File: src/rtl/char_lcd_nibble_writer_macros.svh
// ----------------------------------------------------------------------------
// char_lcd_nibble_writer assertion macros
// shared concurrent assertion forms, clocked on clk with synchronous rst
// ----------------------------------------------------------------------------
`ifndef CHAR_LCD_NIBBLE_WRITER_MACROS_SVH
`define CHAR_LCD_NIBBLE_WRITER_MACROS_SVH

// same-cycle implication
`define CLNW_ASSERT_SAME(label, pre, post) \
  label: assert property (@(posedge clk) disable iff (rst) (pre) |-> (post)) \
    else $error("assertion failed: same-cycle check");

// next-cycle implication
`define CLNW_ASSERT_NEXT(label, pre, post) \
  label: assert property (@(posedge clk) disable iff (rst) (pre) |=> (post)) \
    else $error("assertion failed: next-cycle check");

`endif

File: src/rtl/clnw_pkg.sv
// ----------------------------------------------------------------------------
// clnw_pkg
// shared types and constants of the character lcd nibble writer
// ----------------------------------------------------------------------------
package clnw_pkg;

  // field widths
  localparam int MODE_W     = 3;
  localparam int CODE_W     = 8;
  localparam int NIB_W      = 4;
  localparam int COL_W      = 6;
  localparam int LINES_W    = 3;
  localparam int ADDR_W     = 7;
  localparam int CFG_IDX_W  = 3;
  localparam int CFG_DATA_W = 8;
  localparam int OUT_DATA_W = 8;

  localparam int DEFAULT_MAX_LINES = 4;

  // input modes
  localparam logic [MODE_W-1:0] MODE_TEXT     = 3'd0;
  localparam logic [MODE_W-1:0] MODE_RAW_CMD  = 3'd1;
  localparam logic [MODE_W-1:0] MODE_RAW_DATA = 3'd2;
  localparam logic [MODE_W-1:0] MODE_CLEAR    = 3'd3;
  localparam logic [MODE_W-1:0] MODE_RESET    = 3'd4;

  // register indexes
  localparam logic [CFG_IDX_W-1:0] CFG_CHARS_PER_LINE = 3'd0;
  localparam logic [CFG_IDX_W-1:0] CFG_LINE_COUNT     = 3'd1;
  localparam logic [CFG_IDX_W-1:0] CFG_LINE_ADDR_0    = 3'd2;

  // command and character codes
  localparam logic [CODE_W-1:0] CMD_CLEAR     = 8'h01;
  localparam logic [CODE_W-1:0] CMD_SET_ADDR  = 8'h80;
  localparam logic [CODE_W-1:0] NEWLINE_CODE  = 8'h0A;
  // wake-up sequence 3,3,3,2 packed as two command bytes
  localparam logic [CODE_W-1:0] WAKE_BYTE_HI  = 8'h33;
  localparam logic [CODE_W-1:0] WAKE_BYTE_LO  = 8'h32;

  // register-select values
  localparam logic RS_CMD  = 1'b0;
  localparam logic RS_DATA = 1'b1;

  // one queued job: one or two bytes, each with its register select
  typedef struct packed {
    logic [CODE_W-1:0] byte0;
    logic              rs0;
    logic [CODE_W-1:0] byte1;
    logic              rs1;
    logic              two;
  } job_t;

  // front-end counters, exported for checking
  typedef struct packed {
    logic [COL_W-1:0]   column_pos;
    logic [LINES_W-1:0] line_moves;
  } front_stat_t;

endpackage

File: src/rtl/char_lcd_nibble_writer.sv
// ----------------------------------------------------------------------------
// char_lcd_nibble_writer
// turns text, command and control requests into 4-bit lcd bus writes
// ----------------------------------------------------------------------------
//  channel   dir  handshake                 payload
//  s_axis    in   s_axis_tvalid/tready      tdata: char_code, tuser: mode
//  m_axis    out  m_axis_tvalid/tready      tdata: nibble, tuser: reg_select,
//                                           tlast: last
//  cfg       in   cfg_valid/cfg_ready       cfg_index, cfg_data
//
//  each request leaves as 0, 2 or 4 nibbles, one per cycle from the output
//  register while m_axis is ready; a stream of 4-nibble requests is paced
//  by the single nibble bus
//  requests are taken every cycle while the two-entry job queue has room
//  rst is synchronous; counters and configuration clear to zero
//  a stalled m_axis holds its nibble; s_axis stalls only when the queue fills
//  cfg_ready is always high
// ----------------------------------------------------------------------------
module char_lcd_nibble_writer #(
  parameter int MAX_LINES = clnw_pkg::DEFAULT_MAX_LINES
) (
  input  logic                            clk,
  input  logic                            rst,
  // input stream
  input  logic                            s_axis_tvalid,
  output logic                            s_axis_tready,
  input  logic [clnw_pkg::CODE_W-1:0]     s_axis_tdata,  // [7:0] char_code
  input  logic [clnw_pkg::MODE_W-1:0]     s_axis_tuser,  // [2:0] mode
  // output stream
  output logic                            m_axis_tvalid,
  input  logic                            m_axis_tready,
  output logic [clnw_pkg::OUT_DATA_W-1:0] m_axis_tdata,  // [3:0] nibble, [7:4] zero
  output logic                            m_axis_tuser,  // [0] reg_select
  output logic                            m_axis_tlast,
  // configuration writes
  input  logic                            cfg_valid,
  output logic                            cfg_ready,
  input  logic [clnw_pkg::CFG_IDX_W-1:0]  cfg_index,
  input  logic [clnw_pkg::CFG_DATA_W-1:0] cfg_data
);
  import clnw_pkg::*;

  `include "char_lcd_nibble_writer_macros.svh"

  logic         in_fire;
  logic         push;
  job_t         push_job;
  front_stat_t  stat;
  logic         q_full;
  logic         q_valid;
  job_t         q_head;
  logic         q_pop;
  logic [NIB_W-1:0] nibble;

  assign cfg_ready     = 1'b1;
  assign s_axis_tready = ~q_full;
  assign in_fire       = s_axis_tvalid & s_axis_tready;

  // front end
  clnw_front #(
    .MAX_LINES (MAX_LINES)
  ) u_front (
    .clk     (clk),
    .rst     (rst),
    .in_fire (in_fire),
    .in_mode (s_axis_tuser),
    .in_code (s_axis_tdata),
    .cfg_we  (cfg_valid & cfg_ready),
    .cfg_idx (cfg_index),
    .cfg_val (cfg_data),
    .push    (push),
    .job     (push_job),
    .stat    (stat)
  );

  // job queue
  clnw_queue u_queue (
    .clk       (clk),
    .rst       (rst),
    .push      (push),
    .push_job  (push_job),
    .pop       (q_pop),
    .full      (q_full),
    .not_empty (q_valid),
    .head      (q_head)
  );

  // nibble sequencer
  clnw_back u_back (
    .clk        (clk),
    .rst        (rst),
    .q_valid    (q_valid),
    .q_head     (q_head),
    .q_pop      (q_pop),
    .out_valid  (m_axis_tvalid),
    .out_ready  (m_axis_tready),
    .out_nibble (nibble),
    .out_rs     (m_axis_tuser),
    .out_last   (m_axis_tlast)
  );

  assign m_axis_tdata = {{(OUT_DATA_W-NIB_W){1'b0}}, nibble};

  // checks
  `CLNW_ASSERT_SAME(a_no_push_when_full, push, !q_full)
  `CLNW_ASSERT_NEXT(a_clear_resets_counters, in_fire && s_axis_tuser == MODE_CLEAR, stat.column_pos == '0 && stat.line_moves == '0)
  `CLNW_ASSERT_NEXT(a_job_nibbles_back_to_back, m_axis_tvalid && m_axis_tready && !m_axis_tlast, m_axis_tvalid)

endmodule

File: src/rtl/clnw_front.sv
// ----------------------------------------------------------------------------
// clnw_front
// accepts items, holds configuration and counters, classifies into jobs
// ----------------------------------------------------------------------------
module clnw_front #(
  parameter int MAX_LINES = clnw_pkg::DEFAULT_MAX_LINES
) (
  input  logic                           clk,
  input  logic                           rst,
  input  logic                           in_fire,
  input  logic [clnw_pkg::MODE_W-1:0]    in_mode,
  input  logic [clnw_pkg::CODE_W-1:0]    in_code,
  input  logic                           cfg_we,
  input  logic [clnw_pkg::CFG_IDX_W-1:0] cfg_idx,
  input  logic [clnw_pkg::CFG_DATA_W-1:0] cfg_val,
  output logic                           push,
  output clnw_pkg::job_t                 job,
  output clnw_pkg::front_stat_t          stat
);
  import clnw_pkg::*;

  localparam int SEL_W = (MAX_LINES > 2) ? 2 : 1;

  logic [COL_W-1:0]   chars_per_line;
  logic [LINES_W-1:0] line_count;
  logic [ADDR_W-1:0]  line_addr [0:MAX_LINES-1];
  logic [COL_W-1:0]   column_pos, column_pos_next;
  logic [LINES_W-1:0] line_moves, line_moves_next;

  logic [LINES_W-1:0] lines_in_use;
  logic               can_move;
  logic [CODE_W-1:0]  move_byte;
  logic [COL_W-1:0]   col_base;
  logic               push_int;

  // table entries left for a line move
  assign lines_in_use = (line_count > LINES_W'(MAX_LINES)) ? LINES_W'(MAX_LINES) : line_count;
  assign can_move     = line_moves < lines_in_use;
  assign move_byte    = CMD_SET_ADDR | {1'b0, line_addr[line_moves[SEL_W-1:0]]};

  // classify the item and work out counter updates
  always_comb begin
    column_pos_next = column_pos;
    line_moves_next = line_moves;
    col_base        = column_pos;
    push_int        = 1'b0;
    job             = '0;
    case (in_mode)
      MODE_TEXT: begin
        if (line_count != '0 && in_code == NEWLINE_CODE) begin
          if (can_move) begin
            push_int        = 1'b1;
            job.byte0       = move_byte;
            job.rs0         = RS_CMD;
            line_moves_next = line_moves + 1'b1;
            column_pos_next = '0;
          end
        end else begin
          push_int = 1'b1;
          if (chars_per_line != '0 && column_pos >= chars_per_line && can_move) begin
            job.byte0       = move_byte;
            job.rs0         = RS_CMD;
            job.byte1       = in_code;
            job.rs1         = RS_DATA;
            job.two         = 1'b1;
            line_moves_next = line_moves + 1'b1;
            col_base        = '0;
          end else begin
            job.byte0 = in_code;
            job.rs0   = RS_DATA;
          end
          // column count saturates at the line length
          if (chars_per_line != '0 && col_base < chars_per_line) begin
            column_pos_next = col_base + 1'b1;
          end else begin
            column_pos_next = col_base;
          end
        end
      end
      MODE_RAW_CMD: begin
        push_int  = 1'b1;
        job.byte0 = in_code;
        job.rs0   = RS_CMD;
      end
      MODE_RAW_DATA: begin
        push_int  = 1'b1;
        job.byte0 = in_code;
        job.rs0   = RS_DATA;
      end
      MODE_CLEAR: begin
        push_int        = 1'b1;
        job.byte0       = CMD_CLEAR;
        job.rs0         = RS_CMD;
        column_pos_next = '0;
        line_moves_next = '0;
      end
      MODE_RESET: begin
        push_int  = 1'b1;
        job.byte0 = WAKE_BYTE_HI;
        job.rs0   = RS_CMD;
        job.byte1 = WAKE_BYTE_LO;
        job.rs1   = RS_CMD;
        job.two   = 1'b1;
      end
      default: begin
        push_int = 1'b0;
      end
    endcase
  end

  assign push = in_fire & push_int;
  assign stat = '{column_pos: column_pos, line_moves: line_moves};

  // counters
  always_ff @(posedge clk) begin
    if (rst) begin
      column_pos <= '0;
      line_moves <= '0;
    end else if (in_fire) begin
      column_pos <= column_pos_next;
      line_moves <= line_moves_next;
    end
  end

  // configuration registers
  always_ff @(posedge clk) begin
    if (rst) begin
      chars_per_line <= '0;
      line_count     <= '0;
    end else if (cfg_we) begin
      if (cfg_idx == CFG_CHARS_PER_LINE) begin
        chars_per_line <= cfg_val[COL_W-1:0];
      end
      if (cfg_idx == CFG_LINE_COUNT) begin
        line_count <= cfg_val[LINES_W-1:0];
      end
    end
  end

  // line address table
  for (genvar k = 0; k < MAX_LINES; k++) begin : g_addr
    always_ff @(posedge clk) begin
      if (rst) begin
        line_addr[k] <= '0;
      end else if (cfg_we && cfg_idx == CFG_IDX_W'(CFG_LINE_ADDR_0 + k)) begin
        line_addr[k] <= cfg_val[ADDR_W-1:0];
      end
    end
  end

endmodule

File: src/rtl/clnw_queue.sv
// ----------------------------------------------------------------------------
// clnw_queue
// two-entry job queue between front end and nibble sequencer
// ----------------------------------------------------------------------------
module clnw_queue (
  input  logic           clk,
  input  logic           rst,
  input  logic           push,
  input  clnw_pkg::job_t push_job,
  input  logic           pop,
  output logic           full,
  output logic           not_empty,
  output clnw_pkg::job_t head
);
  import clnw_pkg::*;

  job_t       slots [0:1];
  logic       wr_ptr;
  logic       rd_ptr;
  logic [1:0] count;

  assign full      = count == 2'd2;
  assign not_empty = count != 2'd0;
  assign head      = slots[rd_ptr];

  // pointers and fill count
  always_ff @(posedge clk) begin
    if (rst) begin
      wr_ptr <= 1'b0;
      rd_ptr <= 1'b0;
      count  <= 2'd0;
    end else begin
      if (push) begin
        wr_ptr <= ~wr_ptr;
      end
      if (pop) begin
        rd_ptr <= ~rd_ptr;
      end
      case ({push, pop})
        2'b10:   count <= count + 2'd1;
        2'b01:   count <= count - 2'd1;
        default: count <= count;
      endcase
    end
  end

  // payload slots
  always_ff @(posedge clk) begin
    if (push) begin
      slots[wr_ptr] <= push_job;
    end
  end

endmodule

File: src/rtl/clnw_back.sv
// ----------------------------------------------------------------------------
// clnw_back
// nibble sequencer: splits jobs into bus nibbles behind an output register
// ----------------------------------------------------------------------------
module clnw_back (
  input  logic                        clk,
  input  logic                        rst,
  input  logic                        q_valid,
  input  clnw_pkg::job_t              q_head,
  output logic                        q_pop,
  output logic                        out_valid,
  input  logic                        out_ready,
  output logic [clnw_pkg::NIB_W-1:0]  out_nibble,
  output logic                        out_rs,
  output logic                        out_last
);
  import clnw_pkg::*;

  job_t             cur;
  logic             cur_valid;
  logic [1:0]       idx;

  job_t             src;
  logic [1:0]       src_idx;
  logic             avail;
  logic             load;
  logic [CODE_W-1:0] src_byte;
  logic [NIB_W-1:0] src_nib;
  logic             src_rs;
  logic             src_last;

  // next nibble comes from the job in progress, else the queue head
  assign src      = cur_valid ? cur : q_head;
  assign src_idx  = cur_valid ? idx : 2'd0;
  assign avail    = cur_valid | q_valid;
  assign load     = ~out_valid | out_ready;
  assign q_pop    = load & ~cur_valid & q_valid;

  // high nibble first, first byte first
  assign src_byte = src_idx[1] ? src.byte1 : src.byte0;
  assign src_nib  = src_idx[0] ? src_byte[NIB_W-1:0] : src_byte[CODE_W-1:NIB_W];
  assign src_rs   = src_idx[1] ? src.rs1 : src.rs0;
  assign src_last = src_idx == (src.two ? 2'd3 : 2'd1);

  // control
  always_ff @(posedge clk) begin
    if (rst) begin
      out_valid <= 1'b0;
      cur_valid <= 1'b0;
      idx       <= 2'd0;
    end else if (load) begin
      out_valid <= avail;
      if (avail) begin
        if (src_last) begin
          cur_valid <= 1'b0;
        end else begin
          cur_valid <= 1'b1;
          idx       <= src_idx + 2'd1;
        end
      end
    end
  end

  // payload
  always_ff @(posedge clk) begin
    if (load && avail) begin
      out_nibble <= src_nib;
      out_rs     <= src_rs;
      out_last   <= src_last;
      if (!cur_valid) begin
        cur <= q_head;
      end
    end
  end

endmodule
File: config.mk
export PLATFORM = sky130hd
export DESIGN_NAME = char_lcd_nibble_writer
export DESIGN_NICKNAME = d
export VERILOG_FILES = /design/src/rtl/clnw_pkg.sv /design/src/rtl/char_lcd_nibble_writer.sv /design/src/rtl/clnw_front.sv /design/src/rtl/clnw_queue.sv /design/src/rtl/clnw_back.sv
export VERILOG_INCLUDE_DIRS = /design/src /design/src/rtl
export SDC_FILE = /design/constraint.sdc
export NUM_CORES = 1
export LEC_CHECK = 0
export ABC_CLOCK_PERIOD_IN_PS = 6800
export BUFFER_PORTS_ARGS = -buffer_cell sky130_fd_sc_hd__buf_2
export CAP_MARGIN = 10
export CORE_UTILIZATION = 59
export DETAILED_ROUTE_END_ITERATION = 8
export PLACE_DENSITY = 0.76
export SYNTH_ARGS = -nofsm -noshare
export SYNTH_HDL_FRONTEND = slang
export SYNTH_HIERARCHICAL = 1
export SYNTH_SLANG_ARGS = --single-unit
File: constraint.sdc
create_clock -name clk -period 6.8 [get_ports clk]
set_input_delay 0.34 -clock clk [delete_from_list [all_inputs] [get_ports clk]]
set_output_delay 0.34 -clock clk [all_outputs]
set_load 0.1 [all_outputs]
==> results by group <==
Floorplan
  – Initial Utilization: between 60 and 70%
  – Die footprint: around 11000 µm²
  – Die H: approximately 100 µm
  – Total core area: 9770 µm²
  – Cell Rows: 36
  – # IOs: 40
  – Chip Width: 103 µm

STA
  – Post-route setup TNS: 0 ps
  – Setup Skew: between 7 and 8 ps
  – Post-layout min period: roughly 3600 ps
  – Final setup viols: 0
  – Setup ws final: 3200 ps
  – Relative slew slack: 30.4%
  – Final Hold Vio Count: 0
  – Worst slew pin tran: around 1000 ps
  – Fmax: between 0.2 and 0.3 GHz
  – Final period utilization: roughly 53%
  – Unrepaired setup endpoints after global routing: false
  – Max Slew Vio Count: 0

Route
  – DRC Markers: 0
  – 1st-iter DRT viols: 171
  – DRT Pass-1 Iters: 4
  – Vias per cell: around 5.8
  – Routed wire length: about 12 mm
  – DR WL/cell: 17.5 µm
  – Post-route ant nets: 0
  – Via count: 3892

Synthesis
  – Distinct cells, synth: a little under 70
  – Ys Warns: 6
  – Synth top area cells: edfxtp_1, dfxtp_1, mux2_2
  – EDFF count, synth: just over 90
  – Main synth FF type: edfxtp_1
  – Synth Cell Area: about 6000 µm²
  – Mapped Cells: around 480
  – Post-synthesis sequential area ratio: between 50% and 60%
  – Async S/R FF share, synth: 0%
  – Share of the synthesized area in the top cell type: about 46%
  – FF+latch count, synth: 120
  – Synth cell count leaders: edfxtp_1, and2_1, mux2_2, nand2_1, nor2_1
  – Cell taking the most area after synthesis: edfxtp_1
  – Cell with the most instances after synthesis: edfxtp_1
  – Synth Area per Inst: around 12 µm²

CTS
  – Clock-pin slew on the worst setup and hold paths: 60 ps
  – TritonCTS buffer count: 17
  – Max clock buf depth: 2
  – CTS Root Cell: clkbuf_8
  – # resized after CTS: 0
  – Setup bufs post-CTS: 0
  – CTS Sinks: 120
  – CTS tree: built
  – Clock Latency Late Sink: about 520 ps
  – CTS H-tree lvls: 4
  – Hold bufs inserted after CTS: 0

Setup path
  – CP required: between 7000 and 8000 ps
  – Crit path kind: reg -> reg
  – CP Data Arrival Time: roughly 4000 ps
  – Critical path's top delay family: simple AND/OR/NAND/NOR gates
  – Crit Path Max Fanout: 11
  – Crit path largest cell delay: about 450 ps
  – Bufs and invs on worst path: 1
  – Slowest stage cell, crit path: dfxtp_1
  – Startpoint types: flop
  – Worst-path cell chain: inv_1 > nand2_1 > ha_1 > o21ai_0 > o21bai_2 > nand2b_4 > or2_4 > and2_1 > ha_1 > and3b_1 > o21ai_0 > nand3b_1 > nand2b_1 > a211oi_2 > or3_1 > o211ai_1
  – Crit end category: flop

Power and ir drop
  – Psw: roughly 840 µW
  – Net Sw Frac: roughly 32%
  – Clock power frac: 34.2%
  – Pleak: between 2 and 2.5 nW
  – Logic pwr share: about a quarter
  – Pwr Density: roughly 380 nW/µm²
  – Seq pwr share: 40.7%
  – Int Pwr: roughly 1.8 mW
  – VDD IR max: between 0.0002 and 0.0003 V

Flow run
  – Max-cap violations: 0

Layout
  – Share of post-route cells with drive strength above 1: about a quarter
  – Antenna Cells: 0
  – Utilization after layout: between 60% and 70%
  – Fin nets: 562
  – Layout area overhead: 14.1%

Run status
  – Status: completed

GRT
  – Tot GR Track Use: between 20 and 25%
  – Vias in the first global route: approximately 3800
  – Overflow after GRT: 0
  – Pin count of the biggest net entering global routing: 40
  – Initial antenna violation count: 0
  – First-pass GRT wire length: roughly 19 mm

Placed design
  – DP Wirelength: about 7.9 mm
  – RD Place Congestion: 0.879
  – Post-Place Setup Slack: about 3300 ps
  – IO buf count: 33

Worst hold path
  – Min-Delay Path Class: in -> reg
final timing paths:
path | start | endpoint | slack, ps | depth (start not counted)
worst max-delay path | u_front/line_count[2] | u_front/column_pos[2] | 3200 | 16
worst min-delay path | cfg_data[4] | u_front/chars_per_line[4] | 120 | 3
worst max register to register | u_front/line_count[2] | u_front/column_pos[2] | 3200 | 16
worst min register to register | u_front/chars_per_line[4] | u_front/chars_per_line[4] | 500 | 2
through the flow:
stage                     power, mW  std cells  area [µm²]  hold WS [ps]
after floorplan                1.60        485        5970           409
after global placement         1.70        634        6210           473
after detailed placement       1.73        634        6210           497
after CTS                      2.63        666        6800           106
after global routing           2.73        666        6800           134
final                          2.61        666        6800           123
routing by layer:
metal / wire length, µm / track usage [%] / share of wire (%) / vias up
met3: 349 / 4.47 / 3.0 / 24
met5: 0 / 0 / 0 / -
met1: 5030 / 29.4 / 43 / 1913
met2: 6000 / 41.0 / 51 / 85
met4: 285 / 12.3 / 2.4 / 0
li1: - / - / - / 1870
worst min-delay path, stage by stage:
cell and delay, ps:
buf_2 120, mux2i_1 70, nor2_1 70
power by group through the flow:
stage,sequential [mW],clock (mW),combinational (mW)
3_3_place_gp,1.07,0,0.635
2_1_floorplan,1.21,0,0.392
3_5_place_dp,1.08,0,0.650
4_1_cts,1.06,0.903,0.658
6_report,1.06,0.892,0.653
5_1_grt,1.08,0.937,0.707
flip-flops by register name (all words and copies together) (netlist names), 2 cells and up, named ones only:
name and flops:
u_front/column_pos 6, u_back/out_nibble 4, u_back/cur 19, u_front/line_addr 28
u_queue/count 2, u_front/line_moves 3, u_back/idx 2, u_front/chars_per_line 6
u_queue/slots 38, u_front/line_count 3
cell families after synthesis:
kind of cell               Yosys count  share of synthesized area, %
buffers and inverters               37                          3.06
muxes                               59                          12.2
xor gates and xnor gates             6                         0.881
adders and majority gates           15                          3.15
DFF                                120                          55.6
and+or+nand+nor                    165                          15.3
AOI/OAI and AO/OA                   78                          9.67
other                                2                         0.126
cell usage in the layout, fill, tap and decap left out, drive strengths merged, types with 14 or more instances in the layout:
| cell | netlist | final |
|---|---|---|
| nor2 | 30 | 30 |
| buf | 16 | 36 |
| edfxtp | 91 | 91 |
| o21ai | 14 | 14 |
| dfxtp | 29 | 29 |
| and2 | 41 | 41 |
| inv | 17 | 20 |
| mux2 | 35 | 35 |
| mux2i | 17 | 17 |
| ha | 15 | 15 |
| a21oi | 19 | 19 |
| clkbuf | 4 | 18 |
| nand2 | 32 | 32 |
final cells by class:
class / instances / area (µm²)
Timing Repair Buffer: 36 / 188
Fill cell: 721 / 2970
Tap cell: 133 / 166
Clock inverter: 14 / 174
Sequential cell: 120 / 3310
Clock buffer: 18 / 418
Multi-Input combinational cell: 328 / 2480
Inverter: 17 / 63.8
Power figures use the tool's default switching activity.
